### src/hdl/itp_pkg.sv
// Shared types, constants and character helpers for the infix to prefix converter.
package itp_pkg;

    localparam int MAX_LEN_DEF = 64;

    localparam logic [7:0] CH_LPAREN = 8'h28;
    localparam logic [7:0] CH_RPAREN = 8'h29;
    localparam logic [7:0] CH_CARET  = 8'h5E;
    localparam logic [7:0] CH_STAR   = 8'h2A;
    localparam logic [7:0] CH_SLASH  = 8'h2F;
    localparam logic [7:0] CH_PLUS   = 8'h2B;
    localparam logic [7:0] CH_MINUS  = 8'h2D;

    localparam logic signed [3:0] PREC_OPEN  = -4'sd1;
    localparam logic signed [3:0] PREC_POW   = 4'sd6;
    localparam logic signed [3:0] PREC_MUL   = 4'sd5;
    localparam logic signed [3:0] PREC_ADD   = 4'sd4;
    localparam logic signed [3:0] PREC_OTHER = 4'sd0;

    typedef enum logic [1:0] {
        ST_OK        = 2'd0,
        ST_UNMATCHED = 2'd1,
        ST_TOO_LONG  = 2'd2,
        ST_EMPTY     = 2'd3
    } t_status;

    typedef enum logic [3:0] {
        S_LOAD,
        S_FETCH,
        S_CHAR,
        S_POPR,
        S_POPR_W,
        S_POPP,
        S_POPP_W,
        S_FLUSH,
        S_FLUSH_W,
        S_EMIT_RD,
        S_EMIT_W,
        S_ERR
    } t_state;

    typedef struct packed {
        logic       valid;
        logic [7:0] symbol;
        logic       last;
        t_status    status;
    } t_out_load;

    function automatic logic is_operand(input logic [7:0] c);
        return (c inside {[8'h61:8'h7A], [8'h41:8'h5A], [8'h30:8'h39]});
    endfunction

    function automatic logic [7:0] swap_bracket(input logic [7:0] c);
        logic [7:0] r;
        r = c;
        if (c == CH_LPAREN) begin
            r = CH_RPAREN;
        end else if (c == CH_RPAREN) begin
            r = CH_LPAREN;
        end
        return r;
    endfunction

    function automatic logic signed [3:0] prec_of(input logic [7:0] c);
        logic signed [3:0] p;
        case (c)
            CH_LPAREN:          p = PREC_OPEN;
            CH_CARET:           p = PREC_POW;
            CH_STAR, CH_SLASH:  p = PREC_MUL;
            CH_PLUS, CH_MINUS:  p = PREC_ADD;
            default:            p = PREC_OTHER;
        endcase
        return p;
    endfunction

endpackage

### src/hdl/itp_out_stage.sv
// Output register stage that holds one result beat until the sink takes it.
module itp_out_stage (
    input  logic              i_clk,
    input  logic              i_rst_n,
    input  itp_pkg::t_out_load i_load,
    output logic              o_free,
    output logic              m_axis_tvalid,
    input  logic              m_axis_tready,
    output logic [7:0]        m_axis_tdata,   // [7:0] out_symbol
    output logic              m_axis_tlast,   // out_last
    output logic [1:0]        m_axis_tuser    // [1:0] status
);

    logic             r_valid;
    logic [7:0]       r_symbol;
    logic             r_last;
    itp_pkg::t_status r_status;

    assign o_free = !r_valid || m_axis_tready;

    always_ff @(posedge i_clk) begin
        if (!i_rst_n) begin
            r_valid <= 1'b0;
        end else if (i_load.valid) begin
            r_valid <= 1'b1;
        end else if (m_axis_tready) begin
            r_valid <= 1'b0;
        end
    end

    always_ff @(posedge i_clk) begin
        if (i_load.valid) begin
            r_symbol <= i_load.symbol;
            r_last   <= i_load.last;
            r_status <= i_load.status;
        end
    end

    assign m_axis_tvalid = r_valid;
    assign m_axis_tdata  = r_symbol;
    assign m_axis_tlast  = r_last;
    assign m_axis_tuser  = r_status;

endmodule

### src/hdl/infix_to_prefix_converter_core.sv
// Infix to prefix converter: character store, operator stack and output store sequencer.
// Load: one character beat per cycle in the load state; the scan starts after tlast.
// Scan: each character is read from the input store and then handled; a stack pop reads
// the stack, then moves the entry; then a flush. Stores and stack have registered reads.
// Emit: a read, then one beat per cycle while the slot is free; an error gives one beat.
// Reset (synchronous, active low) clears counts and control; the stores need no clearing.
module infix_to_prefix_converter_core #(
    parameter int MAX_LEN = itp_pkg::MAX_LEN_DEF
) (
    input  logic       i_clk,
    input  logic       i_rst_n,
    input  logic       s_axis_tvalid,
    output logic       s_axis_tready,
    input  logic [7:0] s_axis_tdata,   // [7:0] symbol
    input  logic       s_axis_tlast,   // final_req
    output logic       m_axis_tvalid,
    input  logic       m_axis_tready,
    output logic [7:0] m_axis_tdata,   // [7:0] out_symbol
    output logic       m_axis_tlast,   // out_last
    output logic [1:0] m_axis_tuser    // [1:0] status
);

    localparam int AW = (MAX_LEN > 1) ? $clog2(MAX_LEN) : 1;
    localparam int CW = $clog2(MAX_LEN + 1);
    localparam logic [CW-1:0] LIMIT = CW'(MAX_LEN);

    itp_pkg::t_state  r_state, n_state;
    logic [CW-1:0]    r_in_cnt, n_in_cnt;
    logic [CW-1:0]    r_sp, n_sp;
    logic [CW-1:0]    r_oc, n_oc;
    logic             r_ovf, n_ovf;
    itp_pkg::t_status r_status, n_status;
    logic [7:0]       r_cur, n_cur;

    logic [7:0] m_in [MAX_LEN];
    logic [7:0] m_st [MAX_LEN];
    logic [7:0] m_os [MAX_LEN];
    logic [7:0] r_in_rd, r_st_rd, r_os_rd;

    logic          in_we, in_re, st_we, st_re, os_we, os_re;
    logic [AW-1:0] in_ra, st_wa, st_ra, os_wa, os_ra;
    logic [7:0]    st_wd, os_wd;

    logic [CW-1:0] cnt_m1, sp_m1, oc_m1;
    logic          s_acc, room, ovf_end, slot_free;
    logic [7:0]    c_sw;
    itp_pkg::t_out_load out_load;

    assign cnt_m1 = r_in_cnt - 1'b1;
    assign sp_m1  = r_sp - 1'b1;
    assign oc_m1  = r_oc - 1'b1;

    assign s_axis_tready = (r_state == itp_pkg::S_LOAD);
    assign s_acc   = s_axis_tvalid && s_axis_tready;
    assign room    = (r_in_cnt < LIMIT);
    assign ovf_end = r_ovf || !room;
    assign c_sw    = itp_pkg::swap_bracket(r_in_rd);

    // next state
    always_comb begin
        n_state = r_state;
        case (r_state)
            itp_pkg::S_LOAD: begin
                if (s_acc && s_axis_tlast) begin
                    n_state = ovf_end ? itp_pkg::S_ERR : itp_pkg::S_FETCH;
                end
            end
            itp_pkg::S_FETCH: begin
                n_state = (r_in_cnt == '0) ? itp_pkg::S_FLUSH : itp_pkg::S_CHAR;
            end
            itp_pkg::S_CHAR: begin
                if (itp_pkg::is_operand(c_sw) || c_sw == itp_pkg::CH_LPAREN) begin
                    n_state = itp_pkg::S_FETCH;
                end else if (c_sw == itp_pkg::CH_RPAREN) begin
                    n_state = itp_pkg::S_POPR;
                end else begin
                    n_state = itp_pkg::S_POPP;
                end
            end
            itp_pkg::S_POPR: begin
                n_state = (r_sp == '0) ? itp_pkg::S_ERR : itp_pkg::S_POPR_W;
            end
            itp_pkg::S_POPR_W: begin
                n_state = (r_st_rd == itp_pkg::CH_LPAREN) ? itp_pkg::S_FETCH : itp_pkg::S_POPR;
            end
            itp_pkg::S_POPP: begin
                n_state = (r_sp == '0) ? itp_pkg::S_FETCH : itp_pkg::S_POPP_W;
            end
            itp_pkg::S_POPP_W: begin
                n_state = (itp_pkg::prec_of(r_cur) < itp_pkg::prec_of(r_st_rd)) ?
                          itp_pkg::S_POPP : itp_pkg::S_FETCH;
            end
            itp_pkg::S_FLUSH: begin
                if (r_sp != '0) begin
                    n_state = itp_pkg::S_FLUSH_W;
                end else begin
                    n_state = (r_oc == '0) ? itp_pkg::S_ERR : itp_pkg::S_EMIT_RD;
                end
            end
            itp_pkg::S_FLUSH_W: begin
                n_state = (r_st_rd == itp_pkg::CH_LPAREN) ? itp_pkg::S_ERR : itp_pkg::S_FLUSH;
            end
            itp_pkg::S_EMIT_RD: begin
                n_state = itp_pkg::S_EMIT_W;
            end
            itp_pkg::S_EMIT_W: begin
                if (slot_free && r_oc == '0) begin
                    n_state = itp_pkg::S_LOAD;
                end
            end
            itp_pkg::S_ERR: begin
                if (slot_free) begin
                    n_state = itp_pkg::S_LOAD;
                end
            end
            default: n_state = itp_pkg::S_LOAD;
        endcase
    end

    // datapath control
    always_comb begin
        n_in_cnt = r_in_cnt;
        n_sp     = r_sp;
        n_oc     = r_oc;
        n_ovf    = r_ovf;
        n_status = r_status;
        n_cur    = r_cur;
        in_we    = 1'b0;
        in_re    = 1'b0;
        in_ra    = cnt_m1[AW-1:0];
        st_we    = 1'b0;
        st_wa    = r_sp[AW-1:0];
        st_wd    = r_cur;
        st_re    = 1'b0;
        st_ra    = sp_m1[AW-1:0];
        os_we    = 1'b0;
        os_wa    = r_oc[AW-1:0];
        os_wd    = r_st_rd;
        os_re    = 1'b0;
        os_ra    = oc_m1[AW-1:0];
        out_load = '{valid: 1'b0, symbol: 8'h00, last: 1'b1, status: itp_pkg::ST_OK};
        case (r_state)
            itp_pkg::S_LOAD: begin
                if (s_acc) begin
                    if (room) begin
                        in_we    = 1'b1;
                        n_in_cnt = r_in_cnt + 1'b1;
                    end else begin
                        n_ovf = 1'b1;
                    end
                    if (s_axis_tlast) begin
                        n_sp     = '0;
                        n_oc     = '0;
                        n_status = itp_pkg::ST_TOO_LONG;
                    end
                end
            end
            itp_pkg::S_FETCH: begin
                if (r_in_cnt != '0) begin
                    in_re    = 1'b1;
                    n_in_cnt = cnt_m1;
                end
            end
            itp_pkg::S_CHAR: begin
                n_cur = c_sw;
                if (itp_pkg::is_operand(c_sw)) begin
                    os_we = 1'b1;
                    os_wd = c_sw;
                    n_oc  = r_oc + 1'b1;
                end else if (c_sw == itp_pkg::CH_LPAREN) begin
                    st_we = 1'b1;
                    st_wd = c_sw;
                    n_sp  = r_sp + 1'b1;
                end
            end
            itp_pkg::S_POPR, itp_pkg::S_FLUSH: begin
                if (r_sp == '0) begin
                    n_status = (r_state == itp_pkg::S_POPR) ? itp_pkg::ST_UNMATCHED :
                                                               itp_pkg::ST_EMPTY;
                end else begin
                    st_re = 1'b1;
                    n_sp  = sp_m1;
                end
            end
            itp_pkg::S_POPR_W, itp_pkg::S_FLUSH_W: begin
                if (r_st_rd == itp_pkg::CH_LPAREN) begin
                    n_status = itp_pkg::ST_UNMATCHED;
                end else begin
                    os_we = 1'b1;
                    n_oc  = r_oc + 1'b1;
                end
            end
            itp_pkg::S_POPP: begin
                if (r_sp == '0) begin
                    st_we = 1'b1;
                    n_sp  = r_sp + 1'b1;
                end else begin
                    st_re = 1'b1;
                end
            end
            itp_pkg::S_POPP_W: begin
                if (itp_pkg::prec_of(r_cur) < itp_pkg::prec_of(r_st_rd)) begin
                    os_we = 1'b1;
                    n_oc  = r_oc + 1'b1;
                    n_sp  = sp_m1;
                end else begin
                    st_we = 1'b1;
                    n_sp  = r_sp + 1'b1;
                end
            end
            itp_pkg::S_EMIT_RD: begin
                os_re = 1'b1;
                n_oc  = oc_m1;
            end
            itp_pkg::S_EMIT_W: begin
                if (slot_free) begin
                    out_load = '{valid: 1'b1, symbol: r_os_rd, last: (r_oc == '0),
                                 status: itp_pkg::ST_OK};
                    // prefetch the next character while this beat goes out
                    if (r_oc != '0) begin
                        os_re = 1'b1;
                        n_oc  = oc_m1;
                    end
                end
            end
            itp_pkg::S_ERR: begin
                if (slot_free) begin
                    out_load = '{valid: 1'b1, symbol: 8'h00, last: 1'b1, status: r_status};
                    n_in_cnt = '0;
                    n_ovf    = 1'b0;
                end
            end
            default: ;
        endcase
    end

    always_ff @(posedge i_clk) begin
        if (!i_rst_n) begin
            r_state  <= itp_pkg::S_LOAD;
            r_in_cnt <= '0;
            r_sp     <= '0;
            r_oc     <= '0;
            r_ovf    <= 1'b0;
        end else begin
            r_state  <= n_state;
            r_in_cnt <= n_in_cnt;
            r_sp     <= n_sp;
            r_oc     <= n_oc;
            r_ovf    <= n_ovf;
        end
    end

    always_ff @(posedge i_clk) begin
        r_status <= n_status;
        r_cur    <= n_cur;
    end

    // input store
    always_ff @(posedge i_clk) begin
        if (in_we) begin
            m_in[r_in_cnt[AW-1:0]] <= s_axis_tdata;
        end
        if (in_re) begin
            r_in_rd <= m_in[in_ra];
        end
    end

    // operator stack: reads and writes fall in different states, so never collide
    always_ff @(posedge i_clk) begin
        if (st_we) begin
            m_st[st_wa] <= st_wd;
        end
        if (st_re) begin
            r_st_rd <= m_st[st_ra];
        end
    end

    // output store, read back from the top to give prefix order
    always_ff @(posedge i_clk) begin
        if (os_we) begin
            m_os[os_wa] <= os_wd;
        end
        if (os_re) begin
            r_os_rd <= m_os[os_ra];
        end
    end

    itp_out_stage u_out (
        .i_clk         (i_clk),
        .i_rst_n       (i_rst_n),
        .i_load        (out_load),
        .o_free        (slot_free),
        .m_axis_tvalid (m_axis_tvalid),
        .m_axis_tready (m_axis_tready),
        .m_axis_tdata  (m_axis_tdata),
        .m_axis_tlast  (m_axis_tlast),
        .m_axis_tuser  (m_axis_tuser)
    );

endmodule

### config.mk
export PLATFORM = sky130hd
export DESIGN_NAME = infix_to_prefix_converter_core
export DESIGN_NICKNAME = d
export VERILOG_FILES = /design/src/hdl/itp_pkg.sv /design/src/hdl/itp_out_stage.sv /design/src/hdl/infix_to_prefix_converter_core.sv
export SDC_FILE = /design/constraint.sdc
export NUM_CORES = 2
export LEC_CHECK = 0
export BUFFER_PORTS_ARGS = -buffer_cell sky130_fd_sc_hd__buf_4
export CAP_MARGIN = 0
export CORE_MARGIN = 10
export CORE_UTILIZATION = 40
export CTS_CLUSTER_SIZE = 40
export DETAILED_ROUTE_END_ITERATION = 16
export PLACE_DENSITY = 0.57
export SKIP_LAST_GASP = 1
export SLEW_MARGIN = 25
export SYNTH_ARGS = -nofsm -noshare
export SYNTH_HDL_FRONTEND = slang
export SYNTH_HIERARCHICAL = 1
export SYNTH_SLANG_ARGS = --single-unit
### constraint.sdc
create_clock -name i_clk -period 5.5 [get_ports i_clk]
set_clock_uncertainty 0.05 [all_clocks]
set_input_delay 0.55 -clock i_clk [delete_from_list [all_inputs] [get_ports i_clk]]
set_output_delay 0.55 -clock i_clk [all_outputs]
set_load 0.05 [all_outputs]
==> results.toml <==
[critical_path]
cp_max_fo = 8
setup.worst_path.start_class = "register"
crit_required_ns = 5.89
worstPathArrival_ns = 5.04
timing.rr.end = "m_os[0][4]$_DFFE_PP_"
worstSetupPathType = "register to register"
r2r_start = "r_st_rd[4]$_DFFE_PP_"
ff2ff_path_depth = 9
cp-end-kind = "register"
rrSetupSlack_ns = 0.84

[yosys]
synthCells = 3078
yosysTopAreaCell = "edfxtp_1"
synth_edf_count = 1581
synth.top_cell.area_share_pct = 74.0
seq_area_frac_synth_pct = 74.8
syn_nets = 3101
syn_avg_cell_area_um2 = 20.8
yosysMostFrequentCell = "edfxtp_1"
ys_async_sr_fraction_pct = 0
yosys.cell_types.count = 82
ys_warn_count = 6
syn_area_um2 = 64200
synthFlopType = "edfxtp_1"
ys_ff_latch = 1608
synth_common_cells = "1581 x edfxtp_1, 456 x mux4_2, 230 x nor2_1"
synthTopCellsByArea = "edfxtp_1 74%, mux4_2 16%, nor2_1 1.3%"

[routing]
drtPass1Iterations = 6
vias = 30800
wire_per_inst_um = 27.8
wl_mm = 149
drt_iter0_drc = 3501
antenna_left = 0
drc_errors = 0
viasPerCell = 5.76

[hold_path]
hp-class = "input port to register"
min_to = "u_out/m_axis_tvalid$_SDFFE_PN0P_"
hp-start = "m_axis_tready"
holdPathStages = 3

[die]
initial_core_util_pct = 40.4
dieArea_um2 = 177000
pin_count = 26
die_w_um = 421
core_area_um2 = 159000
rows = 146
die_y_um = 421

[placement]
pre_cts_slack_ns = 0.843
gp_congestion = 0.828
place_inst = 5047
io_buffer_count = 25
dpl.hpwl_mm = 90.2

[power_and_ir_drop]
p_sw_mw = 9.72
p_int_mw = 23.3
netSwitchingFraction_pct = 29.4
power_mw = 33.0
clkPwrFrac_pct = 33.7
p_comb_share_pct = 24.1
leakage_nw = 21.8
peakVddDrop_uv = 430
powerDensity_nw_per_um2 = 457
seqPwrFrac_pct = 42.2

[timing]
period_minus_slack_ns = 4.66
finalSetupTns_ns = 0
timing.fmax_ghz = 0.215
finalHoldViolations = 0
finalSetupViolCount = 0
final_max_slew_viol_count = 0
period_share_pct = 84.7
slew_headroom_pct = 30.4
timing.final.ws_setup_ns = 0.842
rsz0062_at_grt = "false"
worst_slew_pin_slew_ns = 1.04

[clock_tree]
post_cts_resized = 0
max-clock-path-buffers = 3
cts_made_buffers = 166
cts_num_sinks = 1608
insertion_delay_ns = 0.81
cts_tree = "done"
cts_hold_buf = 0
cts_setup_buffers = 0
clock-root-buffer = "clkbuf_16"
htree_levels = 4
cts.clk_slew.worst_paths_ns = 0.06

[finish]
final_net_count = 3167
fill_cells = 13100
final-instance-count-excl-fill = 5355
drive_gt1_share_pct = 26.2
area_growth_pct = 12.7

[global_route]
grt_max_degree = 136
gr-total-overflow = 0
grt_antenna_before_repair = 0
grt_pass1_wl_mm = 222
grt_use_total_pct = 16.8
grt_pass1_vias = 31900

[outcome]
outcome = "completed"

[flow_run]
drv_cap = 0
==> power groups by stage <==
stage	clock network, mW	logic [mW]	registers [mW]
finish	11.1	7.97	13.9
global route	11.9	8.48	13.9
floorplan	0	5.46	14.0
CTS	11.3	8.03	13.9
detailed placement	0	8.02	14.2
global placement	0	7.92	14.2
==> state kept, by name (all words and copies together) (netlist names), 2 cells and up <==
| name | flops |
|---|---|
| r_st_rd | 8 |
| r_in_cnt | 7 |
| m_os | 512 |
| m_in | 512 |
| r_cur | 8 |
| m_st | 512 |
| u_out/m_axis_tuser | 2 |
| u_out/m_axis_tdata | 8 |
| r_status | 2 |
| r_in_rd | 8 |
| r_state | 4 |
| r_os_rd | 8 |
| r_oc | 7 |
| r_sp | 7 |
==> metrics by stage <==
stage / hold slack, ns / cell area [um2] / utilization (%)
CTS: 0.0416 / 72300 / 45.5
finish: 0.0965 / 72300 / 45.5
global placement: 0.470 / 66800 / 42.0
global route: 0.0618 / 72300 / 45.5
detailed placement: 0.457 / 66800 / 42.1
floorplan: 0.447 / 64200 / -
==> critical path: stages, from the launching register on <==
cell and delay [ns]:
edfxtp_1 0.42, nor4b_2 0.51, nand3b_1 0.35, ha_1 0.42, nor2b_1 0.20, nand3b_1 0.23, a21oi_1 0.14, o311ai_4 0.48
nand3b_1 0.71, nor2_1 0.81
==> layout by cell type (no fill, tap or decap), drive strengths merged, types with 40 or more instances in the layout <==
cell,instances
edfxtp,1581
a211oi,76
mux4,456
clkinv,75
a21oi,71
nor2,238
mux2i,42
clkbuf,200
nor2b,48
nand2,40
buf,85
==> kinds of logic after synthesis <==
kind of cell / count (synthesis) / share of synthesized area (%)
buffers and inverters: 204 / 1.41
AO/OA/AOI/OAI: 245 / 2.64
multiplexers: 504 / 16.8
XOR/XNOR: 19 / 0.259
flip-flops: 1608 / 74.8
AND/OR/NAND/NOR: 488 / 3.91
adder cells (fa/ha/maj): 10 / 0.195
==> cell type report <==
class                      instances  area, um2  share of cell area (%)
antenna                            1       2.50                 0.00346
multi-input combinational       1266      15500                    21.4
inverter                          17       63.8                  0.0882
clock buffer                     200       4300                    5.95
timing repair buffer              85        741                    1.02
sequential                      1608      48000                    66.4
tap                             2072       2590                    3.58
clock inverter                   106       1140                    1.58
==> worst max-delay path by stage <==
stage	from	to	slack [ns]	cells past startpoint
floorplan	r_state[3]$_SDFFE_PN0P_	m_os[0][3]$_DFFE_PP_	0.50	4
global placement	r_st_rd[4]$_DFFE_PP_	m_os[0][5]$_DFFE_PP_	1.02	9
detailed placement	r_st_rd[4]$_DFFE_PP_	m_os[0][7]$_DFFE_PP_	0.84	9
CTS	r_st_rd[4]$_DFFE_PP_	m_os[0][0]$_DFFE_PP_	0.86	9
global route	r_st_rd[4]$_DFFE_PP_	m_os[0][4]$_DFFE_PP_	0.54	9
finish	r_st_rd[4]$_DFFE_PP_	m_os[0][4]$_DFFE_PP_	0.84	9
==> layer usage <==
metal | part of all wire (%) | track usage [%]
met1 | 42 | 23.2
met2 | 50 | 27.7
met3 | 6.0 | 2.99
met4 | 1.8 | 3.71
met5 | 0 | 0
No activity file was read; power rests on OpenSTA's default activity.
